File: src/rtl/assert_macros.svh
// assertion macros shared by the allocator rtl
// no dependencies; compiled out when SYNTHESIS is defined
`ifndef ASSERT_MACROS_SVH
`define ASSERT_MACROS_SVH

`ifndef SYNTHESIS

// property must hold at every clock edge outside reset
`define AST_HOLDS(lbl, clk, rst_n, prop, msg) \
	lbl: assert property (@(posedge clk) disable iff (!rst_n) (prop)) else $error(msg);

// condition must never be seen outside reset
`define AST_NEVER(lbl, clk, rst_n, cond, msg) \
	lbl: assert property (@(posedge clk) disable iff (!rst_n) !(cond)) else $error(msg);

`else

`define AST_HOLDS(lbl, clk, rst_n, prop, msg)
`define AST_NEVER(lbl, clk, rst_n, cond, msg)

`endif

`endif

File: src/rtl/cba_pkg.sv
// types, result codes and helpers for the contiguous block allocator
// no dependencies
package cba_pkg;

	localparam int ROW_BITS = 8;   // blocks per bitmap memory word
	localparam int FILE_W   = 16;
	localparam int LEN_W    = 9;
	localparam int BLK_W    = 10;  // wide enough for start + count
	localparam int REC_W    = FILE_W + LEN_W;

	typedef enum logic [2:0] {
		ST_GRANTED   = 3'd0,
		ST_BUSY      = 3'd1,
		ST_PAST_END  = 3'd2,
		ST_FULL      = 3'd3,
		ST_FOUND     = 3'd4,
		ST_NOT_FOUND = 3'd5
	} status_t;

	typedef enum logic [2:0] {
		S_IDLE,
		S_CHECK,
		S_MARK_RD,
		S_MARK_WR,
		S_GRANT,
		S_LOOK,
		S_EMIT
	} state_t;

	// bits of one bitmap word that fall inside [first, last_ex)
	function automatic logic [ROW_BITS-1:0] range_mask(
		input logic [BLK_W-1:0] row_base,
		input logic [BLK_W-1:0] first,
		input logic [BLK_W-1:0] last_ex
	);
		logic [ROW_BITS-1:0] m;
		logic [BLK_W-1:0]    blk;
		for (int b = 0; b < ROW_BITS; b++) begin
			blk  = row_base + BLK_W'(b);
			m[b] = (blk >= first) && (blk < last_ex);
		end
		return m;
	endfunction

endpackage

File: src/rtl/cba_ram.sv
// generic simple dual-port ram, one write and one registered read port
// no dependencies
module cba_ram #(
	parameter int WIDTH = 8,
	parameter int DEPTH = 64
) (
	input  logic                                      clk,
	input  logic                                      we,
	input  logic [$clog2((DEPTH > 1) ? DEPTH : 2)-1:0] waddr,
	input  logic [WIDTH-1:0]                          wdata,
	input  logic                                      re,
	input  logic [$clog2((DEPTH > 1) ? DEPTH : 2)-1:0] raddr,
	output logic [WIDTH-1:0]                          rdata
);
	logic [WIDTH-1:0] mem [DEPTH];

	always_ff @(posedge clk) begin
		if (we) begin
			mem[waddr] <= wdata;
		end
		if (re) begin
			rdata <= mem[raddr];
		end
	end

endmodule

File: src/rtl/contiguous_block_allocator.sv
// contiguous block allocator: block bitmap in memory, 8 blocks a word, and a file record memory
// operation: allocate runs a check pass over its bitmap words, then a mark pass; lookup scans the records,
// rejects found at accept go straight to the output; one item is in work at a time, set by the single
// read port of each memory (check pass, read-modify-write mark pass, record scan)
// reset: counters zero and the per-word valid bits of the bitmap cleared, so every block
// reads free at once with no clearing pass; record memory is left unwritten
// uses cba_pkg, cba_ram and assert_macros.svh
`include "assert_macros.svh"

module contiguous_block_allocator #(
	parameter int DISK_BLOCKS   = 256,
	parameter int TABLE_ENTRIES = 32
) (
	input  logic        clk,
	input  logic        arst_n,
	input  logic        in_valid,
	output logic        in_ready,
	input  logic        action,
	input  logic [7:0]  start_block,
	input  logic [8:0]  block_count,
	input  logic [15:0] query_file,
	output logic        out_valid,
	input  logic        out_ready,
	output logic [2:0]  status,
	output logic [15:0] file_id,
	output logic [8:0]  occupied
);
	// the bitmap holds at most 512 blocks, though a range can reach past start 255 + count 511
	localparam int MAP_BLOCKS = (DISK_BLOCKS < 512) ? DISK_BLOCKS : 512;
	localparam int ROWS       = (MAP_BLOCKS + cba_pkg::ROW_BITS - 1) / cba_pkg::ROW_BITS;
	localparam int RA_W       = (ROWS > 1) ? $clog2(ROWS) : 1;
	localparam int TI_W       = (TABLE_ENTRIES > 1) ? $clog2(TABLE_ENTRIES) : 1;
	localparam int CNT_W      = $clog2(TABLE_ENTRIES + 1);
	localparam logic [16:0]      DISK_LIM = 17'(DISK_BLOCKS);
	localparam logic [CNT_W-1:0] TBL_FULL = CNT_W'(TABLE_ENTRIES);

	localparam int BW = cba_pkg::BLK_W;
	localparam int RB = cba_pkg::ROW_BITS;
	localparam int LW = cba_pkg::LEN_W;

	cba_pkg::state_t state_q, state_d;

	// persistent counters
	logic [15:0]      req_num_q;
	logic [CNT_W-1:0] cnt_q;
	logic [ROWS-1:0]  vld_q;       // bitmap word has been written since reset

	// current item
	logic [BW-1:0]    start_q, end_q;
	logic [LW-1:0]    count_q;
	logic [15:0]      id_q;        // number handed out, or the queried file
	logic [RA_W-1:0]  row_q, first_row_q, last_row_q;
	logic [TI_W-1:0]  idx_q, last_idx_q;
	logic             iss_done_q;  // every read of the scan is issued

	// read in flight, registered in the cycle after the issue
	logic             chk_s1;
	logic [RA_W-1:0]  chk_row_s1;
	logic [TI_W-1:0]  idx_s1;
	logic             vld_s1;

	// pending result
	cba_pkg::status_t res_status_q;
	logic [LW-1:0]    res_occ_q;

	// output register
	logic             out_valid_q;
	cba_pkg::status_t out_status_q;
	logic [15:0]      out_id_q;
	logic [LW-1:0]    out_occ_q;

	// memory ports
	logic                      bm_we, bm_re;
	logic [RB-1:0]             bm_wdata, bm_rdata;
	logic                      rec_we, rec_re;
	logic [cba_pkg::REC_W-1:0] rec_wdata, rec_rdata;

	// combinational helpers
	logic             in_fire, out_free;
	logic [BW-1:0]    req_start, req_end, req_end_m1;
	logic             past_end, tbl_full;
	logic [15:0]      req_num_nx;
	logic [RA_W-1:0]  mask_row;
	logic [RB-1:0]    row_mask, bm_word;
	logic             busy_hit, chk_last, look_hit, look_last;
	logic [15:0]      rec_file;
	logic [LW-1:0]    rec_len;

	assign in_ready = (state_q == cba_pkg::S_IDLE);
	assign in_fire  = in_valid && in_ready;
	assign out_free = !out_valid_q || out_ready;

	assign req_start  = BW'(start_block);
	assign req_end    = BW'(start_block) + BW'(block_count);
	assign req_end_m1 = req_end - BW'(1);
	assign past_end   = 17'(req_end) > DISK_LIM;
	assign tbl_full   = (cnt_q == TBL_FULL);
	// file numbers saturate at the top of the 16-bit range
	assign req_num_nx = (req_num_q == 16'hFFFF) ? req_num_q : req_num_q + 16'd1;

	// the check pass masks the word just read, the mark pass the word being rewritten
	assign mask_row = (state_q == cba_pkg::S_CHECK) ? chk_row_s1 : row_q;
	assign row_mask = cba_pkg::range_mask(BW'({mask_row, 3'b000}), start_q, end_q);
	assign bm_word  = vld_s1 ? bm_rdata : '0;   // an unwritten word reads as all free

	assign busy_hit  = chk_s1 && (|(bm_word & row_mask));
	assign chk_last  = chk_s1 && (chk_row_s1 == last_row_q);

	assign rec_file  = rec_rdata[cba_pkg::REC_W-1:LW];
	assign rec_len   = rec_rdata[LW-1:0];
	assign look_hit  = chk_s1 && (rec_file == id_q);
	assign look_last = chk_s1 && (idx_s1 == last_idx_q);

	// memory controls
	assign bm_re     = ((state_q == cba_pkg::S_CHECK) && !iss_done_q)
	                   || (state_q == cba_pkg::S_MARK_RD);
	assign bm_we     = (state_q == cba_pkg::S_MARK_WR);
	assign bm_wdata  = bm_word | row_mask;
	assign rec_re    = (state_q == cba_pkg::S_LOOK) && !iss_done_q;
	assign rec_we    = (state_q == cba_pkg::S_GRANT);
	assign rec_wdata = {id_q, count_q};

	cba_ram #(
		.WIDTH (RB),
		.DEPTH (ROWS)
	) u_bitmap (
		.clk   (clk),
		.we    (bm_we),
		.waddr (row_q),
		.wdata (bm_wdata),
		.re    (bm_re),
		.raddr (row_q),
		.rdata (bm_rdata)
	);

	cba_ram #(
		.WIDTH (cba_pkg::REC_W),
		.DEPTH (TABLE_ENTRIES)
	) u_records (
		.clk   (clk),
		.we    (rec_we),
		.waddr (cnt_q[TI_W-1:0]),
		.wdata (rec_wdata),
		.re    (rec_re),
		.raddr (idx_q),
		.rdata (rec_rdata)
	);

	// next state
	always_comb begin
		state_d = state_q;
		case (state_q)
			cba_pkg::S_IDLE: begin
				if (in_fire) begin
					if (action) begin
						state_d = (cnt_q == '0) ? cba_pkg::S_EMIT : cba_pkg::S_LOOK;
					end else if (past_end || tbl_full) begin
						state_d = cba_pkg::S_EMIT;
					end else if (block_count == '0) begin
						state_d = cba_pkg::S_GRANT;   // empty range: record only
					end else begin
						state_d = cba_pkg::S_CHECK;
					end
				end
			end
			cba_pkg::S_CHECK: begin
				if (busy_hit) begin
					state_d = cba_pkg::S_EMIT;
				end else if (chk_last) begin
					state_d = cba_pkg::S_MARK_RD;
				end
			end
			cba_pkg::S_MARK_RD: state_d = cba_pkg::S_MARK_WR;
			cba_pkg::S_MARK_WR: begin
				state_d = (row_q == last_row_q) ? cba_pkg::S_GRANT : cba_pkg::S_MARK_RD;
			end
			cba_pkg::S_GRANT:   state_d = cba_pkg::S_EMIT;
			cba_pkg::S_LOOK: begin
				if (look_hit || look_last) begin
					state_d = cba_pkg::S_EMIT;
				end
			end
			cba_pkg::S_EMIT: begin
				if (out_free) begin
					state_d = cba_pkg::S_IDLE;
				end
			end
			default: state_d = cba_pkg::S_IDLE;
		endcase
	end

	always_ff @(posedge clk or negedge arst_n) begin
		if (!arst_n) begin
			state_q <= cba_pkg::S_IDLE;
		end else begin
			state_q <= state_d;
		end
	end

	// control registers
	always_ff @(posedge clk or negedge arst_n) begin
		if (!arst_n) begin
			req_num_q   <= '0;
			cnt_q       <= '0;
			vld_q       <= '0;
			iss_done_q  <= 1'b0;
			chk_s1      <= 1'b0;
			out_valid_q <= 1'b0;
		end else begin
			chk_s1 <= ((state_q == cba_pkg::S_CHECK) && !iss_done_q) || rec_re;

			if (in_fire) begin
				iss_done_q <= 1'b0;
				if (!action) begin
					req_num_q <= req_num_nx;
				end
			end else if ((state_q == cba_pkg::S_CHECK) && !iss_done_q
			             && (row_q == last_row_q)) begin
				iss_done_q <= 1'b1;
			end else if (rec_re && (idx_q == last_idx_q)) begin
				iss_done_q <= 1'b1;
			end

			if (bm_we) begin
				vld_q[row_q] <= 1'b1;
			end
			if (rec_we) begin
				cnt_q <= cnt_q + CNT_W'(1);
			end

			if ((state_q == cba_pkg::S_EMIT) && out_free) begin
				out_valid_q <= 1'b1;
			end else if (out_ready) begin
				out_valid_q <= 1'b0;
			end
		end
	end

	// payload registers
	always_ff @(posedge clk) begin
		if (bm_re) begin
			chk_row_s1 <= row_q;
			vld_s1     <= vld_q[row_q];
		end
		idx_s1 <= idx_q;

		case (state_q)
			cba_pkg::S_IDLE: begin
				if (in_fire) begin
					start_q     <= req_start;
					end_q       <= req_end;
					count_q     <= block_count;
					id_q        <= action ? query_file : req_num_nx;
					row_q       <= req_start[RA_W+2:3];
					first_row_q <= req_start[RA_W+2:3];
					last_row_q  <= req_end_m1[RA_W+2:3];
					idx_q       <= '0;
					last_idx_q  <= TI_W'(cnt_q - CNT_W'(1));
					res_occ_q   <= '0;
					if (action) begin
						res_status_q <= cba_pkg::ST_NOT_FOUND;
					end else if (past_end) begin
						res_status_q <= cba_pkg::ST_PAST_END;
					end else begin
						res_status_q <= cba_pkg::ST_FULL;
					end
				end
			end
			cba_pkg::S_CHECK: begin
				if (!iss_done_q && (row_q != last_row_q)) begin
					row_q <= row_q + RA_W'(1);
				end
				if (busy_hit) begin
					res_status_q <= cba_pkg::ST_BUSY;
				end else if (chk_last) begin
					row_q <= first_row_q;   // rewind for the mark pass
				end
			end
			cba_pkg::S_MARK_WR: begin
				if (row_q != last_row_q) begin
					row_q <= row_q + RA_W'(1);
				end
			end
			cba_pkg::S_GRANT: begin
				res_status_q <= cba_pkg::ST_GRANTED;
				res_occ_q    <= count_q;
			end
			cba_pkg::S_LOOK: begin
				if (rec_re && (idx_q != last_idx_q)) begin
					idx_q <= idx_q + TI_W'(1);
				end
				// earliest stored match wins
				if (look_hit) begin
					res_status_q <= cba_pkg::ST_FOUND;
					res_occ_q    <= rec_len;
				end
			end
			cba_pkg::S_EMIT: begin
				if (out_free) begin
					out_status_q <= res_status_q;
					out_id_q     <= id_q;
					out_occ_q    <= res_occ_q;
				end
			end
			default: begin
			end
		endcase
	end

	assign out_valid = out_valid_q;
	assign status    = out_status_q;
	assign file_id   = out_id_q;
	assign occupied  = out_occ_q;

	// checks
	`AST_NEVER(a_cnt_range, clk, arst_n, cnt_q > TBL_FULL, "record count beyond table size")
	`AST_HOLDS(a_cnt_step, clk, arst_n, rec_we |=> (cnt_q == $past(cnt_q) + CNT_W'(1)), "record count did not advance on store")
	`AST_HOLDS(a_req_mono, clk, arst_n, ##1 (req_num_q >= $past(req_num_q)), "file number went backwards")
	`AST_NEVER(a_chk_row, clk, arst_n, (state_q == cba_pkg::S_CHECK) && chk_s1 && (chk_row_s1 > last_row_q), "bitmap check read past the last word")
	`AST_NEVER(a_rec_rw, clk, arst_n, rec_we && rec_re, "record memory written during a scan")

endmodule
File: config.mk
export PLATFORM = sky130hd
export DESIGN_NAME = contiguous_block_allocator
export DESIGN_NICKNAME = d
export VERILOG_FILES = /design/src/rtl/cba_pkg.sv /design/src/rtl/cba_ram.sv /design/src/rtl/contiguous_block_allocator.sv
export VERILOG_INCLUDE_DIRS = /design/src /design/src/rtl
export SDC_FILE = /design/constraint.sdc
export NUM_CORES = 2
export LEC_CHECK = 0
export BUFFER_PORTS_ARGS = -buffer_cell sky130_fd_sc_hd__buf_2
export CAP_MARGIN = 30
export CORE_AREA = 4 4 325 327
export CTS_CLUSTER_DIAMETER = 40
export DETAILED_ROUTE_END_ITERATION = 7
export DIE_AREA = 0 0 329 331
export PLACE_DENSITY = 0.76
export SLEW_MARGIN = 20
export SYNTH_ARGS = -nofsm -noshare
export SYNTH_HDL_FRONTEND = slang
export SYNTH_HIERARCHICAL = 1
export SYNTH_SLANG_ARGS = --single-unit
File: constraint.sdc
create_clock -name clk -period 11 [get_ports clk]
set_input_delay 1.65 -clock clk [delete_from_list [all_inputs] [get_ports clk]]
set_output_delay 1.65 -clock clk [all_outputs]
set_load 0.005 [all_outputs]
## Word-level counts from Yosys, hierarchy flattened

Memory sizes are Yosys's and may differ from the RTL's. A register that Yosys moved wholly into a read port is not among the register bits.
Cells that the tools add are included.

| operators by class | value |
|---|---|
| multiply operators | 0 |
| bitwise logic cells | 4 |
| magnitude comparators | 19 |
| equal/unequal tests | 23 |
| reductions and logical operators | 46 |
| shifts and indexed selects | 0 |
| $add $sub $neg | 14 |
| divide/modulo/power cells | 0 |
| multiplexer cells | 46 |

Operators with widths:

| operator | count |
|---|---|
| < comparator 9 x 10 -> 1 bit | 7 |
| >= comparator 9 x 8 -> 1 bit | 7 |
| 2-to-1 mux 5 bit | 8 |
| 2-to-1 mux 3 bit | 13 |
| adder 8 x 3 -> 9 bit (second input constant) | 4 |
| 2-to-1 mux 16 bit | 2 |
| bitwise OR 32 bit | 1 |
| one-hot mux 9 bit (3 select lines) | 1 |
| logical AND 1 bit | 21 |
| one-hot mux 3 bit (7 select lines) | 1 |
| equality test 5 bit | 4 |
| adder 8 x 2 -> 9 bit (second input constant) | 2 |
| 2-to-1 mux 9 bit | 2 |
| adder 16 x 1 -> 16 bit (second input constant) | 1 |
| equality test 16 bit | 1 |
| equality test 16 bit (second input constant) | 1 |
| one-hot mux 5 bit (3 select lines) | 1 |
| 2-to-1 mux 1 bit | 12 |
| one-hot mux 3 bit (4 select lines) | 1 |
| adder 5 x 1 -> 5 bit (second input constant) | 2 |
| adder 8 x 9 -> 10 bit | 1 |
| greater-than comparator 10 x 9 -> 1 bit (second input constant) | 1 |
| < comparator 8 x 10 -> 1 bit | 1 |
| != test 5 bit | 2 |
| other kinds (34) | 55 |

| word-level totals | value |
|---|---|
| RAM bits | 1056 |
| latch bits | 0 |
| word-level logic and storage cells | 178 |
| bits in read-only memories | 0 |
| output and inout port bits | 30 |
| memories kept | 2 |
| input port bits | 38 |
| bits in registers | 179 |

Memory list:

| name | depth | bits a word | rd ports | clocked after memory_dff | write ports | RTL line | RTL |
|---|---|---|---|---|---|---|---|
| u_records.mem | 32 | 25 | 1 | 1 | 1 | cba_ram.sv:15 | `logic [WIDTH-1:0] mem [DEPTH];` |
| u_bitmap.mem | 32 | 8 | 1 | 1 | 1 | cba_ram.sv:15 |  |

## Longest topological paths before layout

| depth | value |
|---|---|
| word-level depth | 10 |
| gate-level depth with buffers | 15 |
| mapped depth without buffers | 14 |

## Modules after synthesis

The synthesis kept the hierarchy.

By module, submodules not included:

| module | seq. area each (µm²) | instances | cells an instance | area each (µm²) |
|---|---|---|---|---|
| cba_ram (u_records) | 24773.8 | 1 | 1778 | 32077.0 |
| cba_ram (u_bitmap) | 7927.6 | 1 | 417 | 10133.5 |
| contiguous_block_allocator | 4874.7 | 1 | 766 | 8817.2 |

## Least setup slack after synthesis

No wires, ideal clock.

| path | value |
|---|---|
| kind | input to register |
| start point | input start_block[0] |
| end point | register state_q[2] |
| setup slack | 6857 ps |
| setup time | 131 ps |
| arrival | 4012 ps |
| required time | 10869 ps |
| stages | 10 |
| path buffers | 0 |
| cells stage by stage | ha_1 fa_1 xor2_1 nor3_1 o221ai_1 nor3_1 a21oi_1 o41ai_1 a211oi_1 or3_1 |

| on the way | value |
|---|---|
| cells in the longest elaborated chain, start to end | 7 |

Ends and longest elaborated chain:

| what | RTL line | RTL |
|---|---|---|
| from (decl) | contiguous_block_allocator.sv:19 | `input logic [7:0] start_block,` |
| adder 8 x 9 -> 10 bit | contiguous_block_allocator.sv:94 | `assign req_end = BW'(start_block) + BW'(block_count);` |
| named net req_end[2] | contiguous_block_allocator.sv:80 | `logic [BW-1:0] req_start, req_end, req_end_m1;` |
| greater-than comparator 10 x 9 -> 1 bit | contiguous_block_allocator.sv:96 | `assign past_end = 17'(req_end) > DISK_LIM;` |
| logical OR 1 bit | contiguous_block_allocator.sv:157 | `end else if (past_end \|\| tbl_full) begin` |
| 2-to-1 mux 3 bit | contiguous_block_allocator.sv:157 |  |
| 2-to-1 mux 3 bit | contiguous_block_allocator.sv:155 | `if (action) begin` |
| 2-to-1 mux 3 bit | contiguous_block_allocator.sv:154 | `if (in_fire) begin` |
| one-hot mux 3 bit (7 select lines) | contiguous_block_allocator.sv:152 | `case (state_q)` |
| to (signal assigned) | contiguous_block_allocator.sv:194 | `state_q <= cba_pkg::S_IDLE;` |
| to (signal assigned) | contiguous_block_allocator.sv:196 | `state_q <= state_d;` |
| to (decl) | contiguous_block_allocator.sv:41 | `cba_pkg::state_t state_q, state_d;` |

The timed path passes the listed nets, and every way through them passes these cells. The select of a mux whose other input is x is not followed.
A chain may end at the register's enable or synchronous reset.

## Worst setup path after layout

| path | value |
|---|---|
| start point | register state_q[1] |
| end point | register row_q[0], data pin |

| on the way | value |
|---|---|
| cells in the longest elaborated chain, start to end | 10 |
| elaborated cells between the ends (all ways) | 40 |
| those cells by class | add/sub (7); order compare (16); eq/ne (2); mux (3); bitwise (1); reduce/logical (11) |

Ends and longest elaborated chain:

| what | RTL line | RTL |
|---|---|---|
| equality test 3 x 1 -> 1 bit | contiguous_block_allocator.sv:102, contiguous_block_allocator.sv:247 |  |
| 2-to-1 mux 5 bit | contiguous_block_allocator.sv:102 | `assign mask_row = (state_q == cba_pkg::S_CHECK) ? chk_row_s1 : row_q;` |
| adder 8 x 1 -> 9 bit, or another cell as far along | cba_pkg.sv:39 | `blk = row_base + BLK_W'(b);` |
| < comparator 9 x 10 -> 1 bit / >= comparator 9 x 8 -> 1 bit (equally long branches) | cba_pkg.sv:40 | `m[b] = (blk >= first) && (blk < last_ex);` |
| logical AND 1 bit | cba_pkg.sv:40 |  |
| AND 8 bit | contiguous_block_allocator.sv:106 | `assign busy_hit = chk_s1 && (\|(bm_word & row_mask));` |
| OR reduction 8 bit | contiguous_block_allocator.sv:106 |  |
| logical AND 1 bit | contiguous_block_allocator.sv:106 |  |
| 2-to-1 mux 5 bit | contiguous_block_allocator.sv:273 | `if (busy_hit) begin` |
| one-hot mux 5 bit (3 select lines) * | contiguous_block_allocator.sv:247 | `case (state_q)` |
| to (signal assigned) | contiguous_block_allocator.sv:254 | `row_q <= req_start[RA_W+2:3];` |
| to (signal assigned) | contiguous_block_allocator.sv:271 | `row_q <= row_q + RA_W'(1);` |
| to (signal assigned) | contiguous_block_allocator.sv:276 | `row_q <= first_row_q;` |
| to (decl) | contiguous_block_allocator.sv:52 | `logic [RA_W-1:0] row_q, first_row_q, last_row_q;` |

Mark *: on every way between the ends. The rest lies on a longest branch, timed or not.

==> flow_summary.ini <==
[outcome]
outcome = finished clean

[floorplan]
die_h_um = 331
placementRows = 118
ios = 68
fp.dieW_um = 329
core_um2 = 103000
die_area_um2 = 109000
initial_core_util = 0.496

[power_and_ir_drop]
switching_share = 0.288
powerDensity_nw_per_um2 = 244
seqPwrFrac = 0.442
p_switching_w = 0.00409
peakVddDrop_v = 0.000222
pwr-share-comb = 0.232
intPower_w = 0.0101
clkPwrFrac = 0.326
power_leakage_nw = 20.1

[logic_synthesis]
synth_xor_area_frac = 0.0139
yosysTopAreaCellShare = 0.705
synthDistinctLibCells = 77
yosys.area_share.simple = 0.0484
synth_edf_count = 1198
seq_area_frac_synth = 0.736
ys_top_cells_by_area = edfxtp_1 (70%), mux2i_1 (8.0%), mux4_2 (4.0%)
synth_top_family_by_area = multiplexers
yosys_register_bits = 1263
synth_nets = 3027
synth_area_um2 = 51000
synth_cells = 2961
synth_top_flop_cell = edfxtp_1
synthMuxAreaShare = 0.123
yosys_warnings = 6
synth_compound_area_frac = 0.0513
yosys.area.top_type = edfxtp_1
syn_avg_cell_area_um2 = 17.2
synth-async-reset-ratio = 0.0475
synthAdderAreaFrac = 0.00701

[clock_network]
cts_sinks = 1263
cts_resized = 0
clk_pin_slew_ns = 0.06
cts_setup_buffers = 0
cts-root-buf = clkbuf_16
cts_buffer_depth = 3
insertion_delay_ns = 0.73
cts-hold-fix-buffers = 0
htree_levels = 4
cts_tree = built
cts_inserted_buffers = 134

[worst_hold_path]
hp-class = reg2reg
hold_path.startpoint = res_occ_q[1]

[setup_path]
path_cells = clkinv_1 > nand2_1 > nand2_1 > nand2_1 > ha_1 > a21o_1 > a31oi_2 > a31oi_1 > a22o_1 > o311a_1 > nor4_4 > mux2i_1 > o32a_1
critPathKind = reg2reg
critPathLaunchType = register
cpMaxStageDelayCell = dfrtp_1
cp-end-kind = register
slowest_delay_ns = 0.74
worstPathArrival_ns = 5.15
cp-startpoint = state_q[1]
required_ns = 11.47
r2r-start = state_q[1]
crit_top_cell = nand2_1
cp_max_fo = 18

[placement]
numPortBuffers = 67
place_congestion = 0.864
placed_area_um2 = 53300
dp_hpwl_mm = 64.2
pre_cts_slack_ns = 6.26

[sta]
setup_slack_ns = 6.32
min_period_over_period = 0.426
hold_viol_final = 0
final.setup.tns_ns = 0
setup_violations = 0
whs_ns = 0.431
fin_skew_ns = 0.0317
fin_crit_ns = 4.68
max_freq_ghz = 0.214
relSlewSlack = 0.309
grt_setup_unrepaired = no
max_slew.worst_pin.slew_ns = 1.04
slew_viol_final = 0

[finish]
stdcell_area_um2 = 58100
syn_to_final_growth_pct = 13.8
multi_input_area_um2 = 12700
fin_util = 0.564
drive_gt1_frac = 0.160
ff_latch_area_um2 = 37600
fill_cells = 7480
nets = 3162

[routing]
vias = 27000
drtIter0Drc = 2663
drt_wl_total_mm = 110
dr.pass1.iters = 5
routed_via_density = 5.88
postRouteAntennaNets = 0
wl_per_cell_um = 24.0
drc = 0

[global_route]
grt_max_degree = 126
antenna_found_initial = 0
grt_pass1_vias = 27000
gr-total-overflow = 0
grt_pass1_wl_mm = 165
grt_usage = 0.201

[job]
max-cap-violations = 0
synth_stat cells (all sizes together), types with 2 or more instances:
cell and n:
edfxtp 1198, mux2i 409, nand2 159, nor2 117, nand3 104, a21oi 98
buf 97, mux4 90, a22oi 78, a22o 64, dfrtp 60, clkbuf 52
xor2 50, nor3 49, a21o 39, o21ai 38, a31oi 36, xnor2 31
ha 27, inv 24, nand3b 15, mux2 12, nor4 11, and3 10
nand2b 9, nand4 7, nor2b 7, or3 7, or3b 6, dfxtp 5
a211oi 4, a211o 3, a221oi 3, and2 3, and3b 3, o31ai 3
or2 3, a32o 2, and4 2, clkinv 2, nor3b 2, o41ai 2
power by group through the flow:
stage | Sequential, W | Clock [W] | Combinational [W]
after floorplan | 0.00636 | 0 | 0.00220
after global routing | 0.00630 | 0.00491 | 0.00355
after global placement | 0.00640 | 0 | 0.00307
after detailed placement | 0.00638 | 0 | 0.00325
after CTS | 0.00628 | 0.00469 | 0.00327
final | 0.00628 | 0.00463 | 0.00329
worst max-delay path, delay by kind of cell (launching register included):
family / cells / cell delay, ns
muxes: 1 / 0.14
and+or+nand+nor: 4 / 1.01
adders and majority gates: 1 / 0.28
DFF: 1 / 0.74
AOI/OAI and AO/OA: 6 / 1.81
buffers and inverters: 1 / 0.46
layout make-up:
type,count,area share
multi-input cells,1523,0.218
diodes,1,0.0000431
repair buffers,148,0.0245
inverters,26,0.00168
clock buffers,161,0.0613
clock inverters,79,0.0178
flip-flops and latches,1263,0.647
well taps,1380,0.0297
worst paths after layout:
kind                                      to  slack [ns]  depth (start not counted)
worst min register to register   occupied[1]        0.43                          0
min in group asynchronous       req_num_q[1]        1.16                          2
worst max register to register      row_q[0]        6.32                         13
max in group asynchronous           vld_q[5]        9.23                          2
worst max-delay path                row_q[0]        6.32                         13
worst min-delay path             occupied[1]        0.43                          0
registers in the layout, summed over array words and instances (netlist names), 5 cells and up:
name and cells:
u_records/mem 800, u_bitmap/mem 256, vld_q 32, u_records/rdata 25, file_id 16, id_q 16, req_num_q 16, end_q 10
count_q 9, occupied 9, res_occ_q 9, u_bitmap/rdata 8, cnt_q 6, chk_row_s1 5, first_row_q 5, idx_q 5
idx_s1 5, last_idx_q 5, last_row_q 5, row_q 5
cell usage in the layout, fill, tap and decap left out, types with 28 or more instances in the layout:
cell type  count
a21o_1        39
nor3_1        49
nor2_1        82
a22o_1        63
a22oi_1       78
a21oi_1       98
buf_4         45
edfxtp_1    1198
xor2_1        50
o21ai_0       36
xnor2_1       31
nand3_1      104
nor2_4        28
mux2i_1      409
a31oi_1       35
clkbuf_16    138
buf_2         67
nand2_1      158
dfrtp_1       60
mux4_2        90
logic make-up (layout without fill, tap and decap cells):
| logic type | Yosys count | count (layout) |
|---|---|---|
| DFF | 1263 | 1263 |
| and+or+nand+nor | 519 | 519 |
| muxes | 511 | 511 |
| AOI/OAI and AO/OA | 384 | 384 |
| buffers and inverters | 175 | 414 |
| xor gates and xnor gates | 81 | 81 |
| adders and majority gates | 28 | 28 |
| other | 0 | 1 |
routing by layer:
metal | part of all wire | global-route usage | vias to the layer above
li1 | - | - | 12000
met3 | 0.060 | 0.0323 | 207
met5 | 0 | 0 | -
met1 | 0.40 | 0.263 | 13800
met2 | 0.51 | 0.341 | 1018
met4 | 0.033 | 0.0779 | 0
per-stage QoR:
| step | total power (W) | std cells |
|---|---|---|
| floorplan | 0.00856 | 2961 |
| global placement | 0.00947 | 4306 |
| detailed placement | 0.00963 | 4330 |
| CTS | 0.0142 | 4570 |
| global route | 0.0148 | 4580 |
| finish | 0.0142 | 4581 |
(Power assumes the default switching activity.)
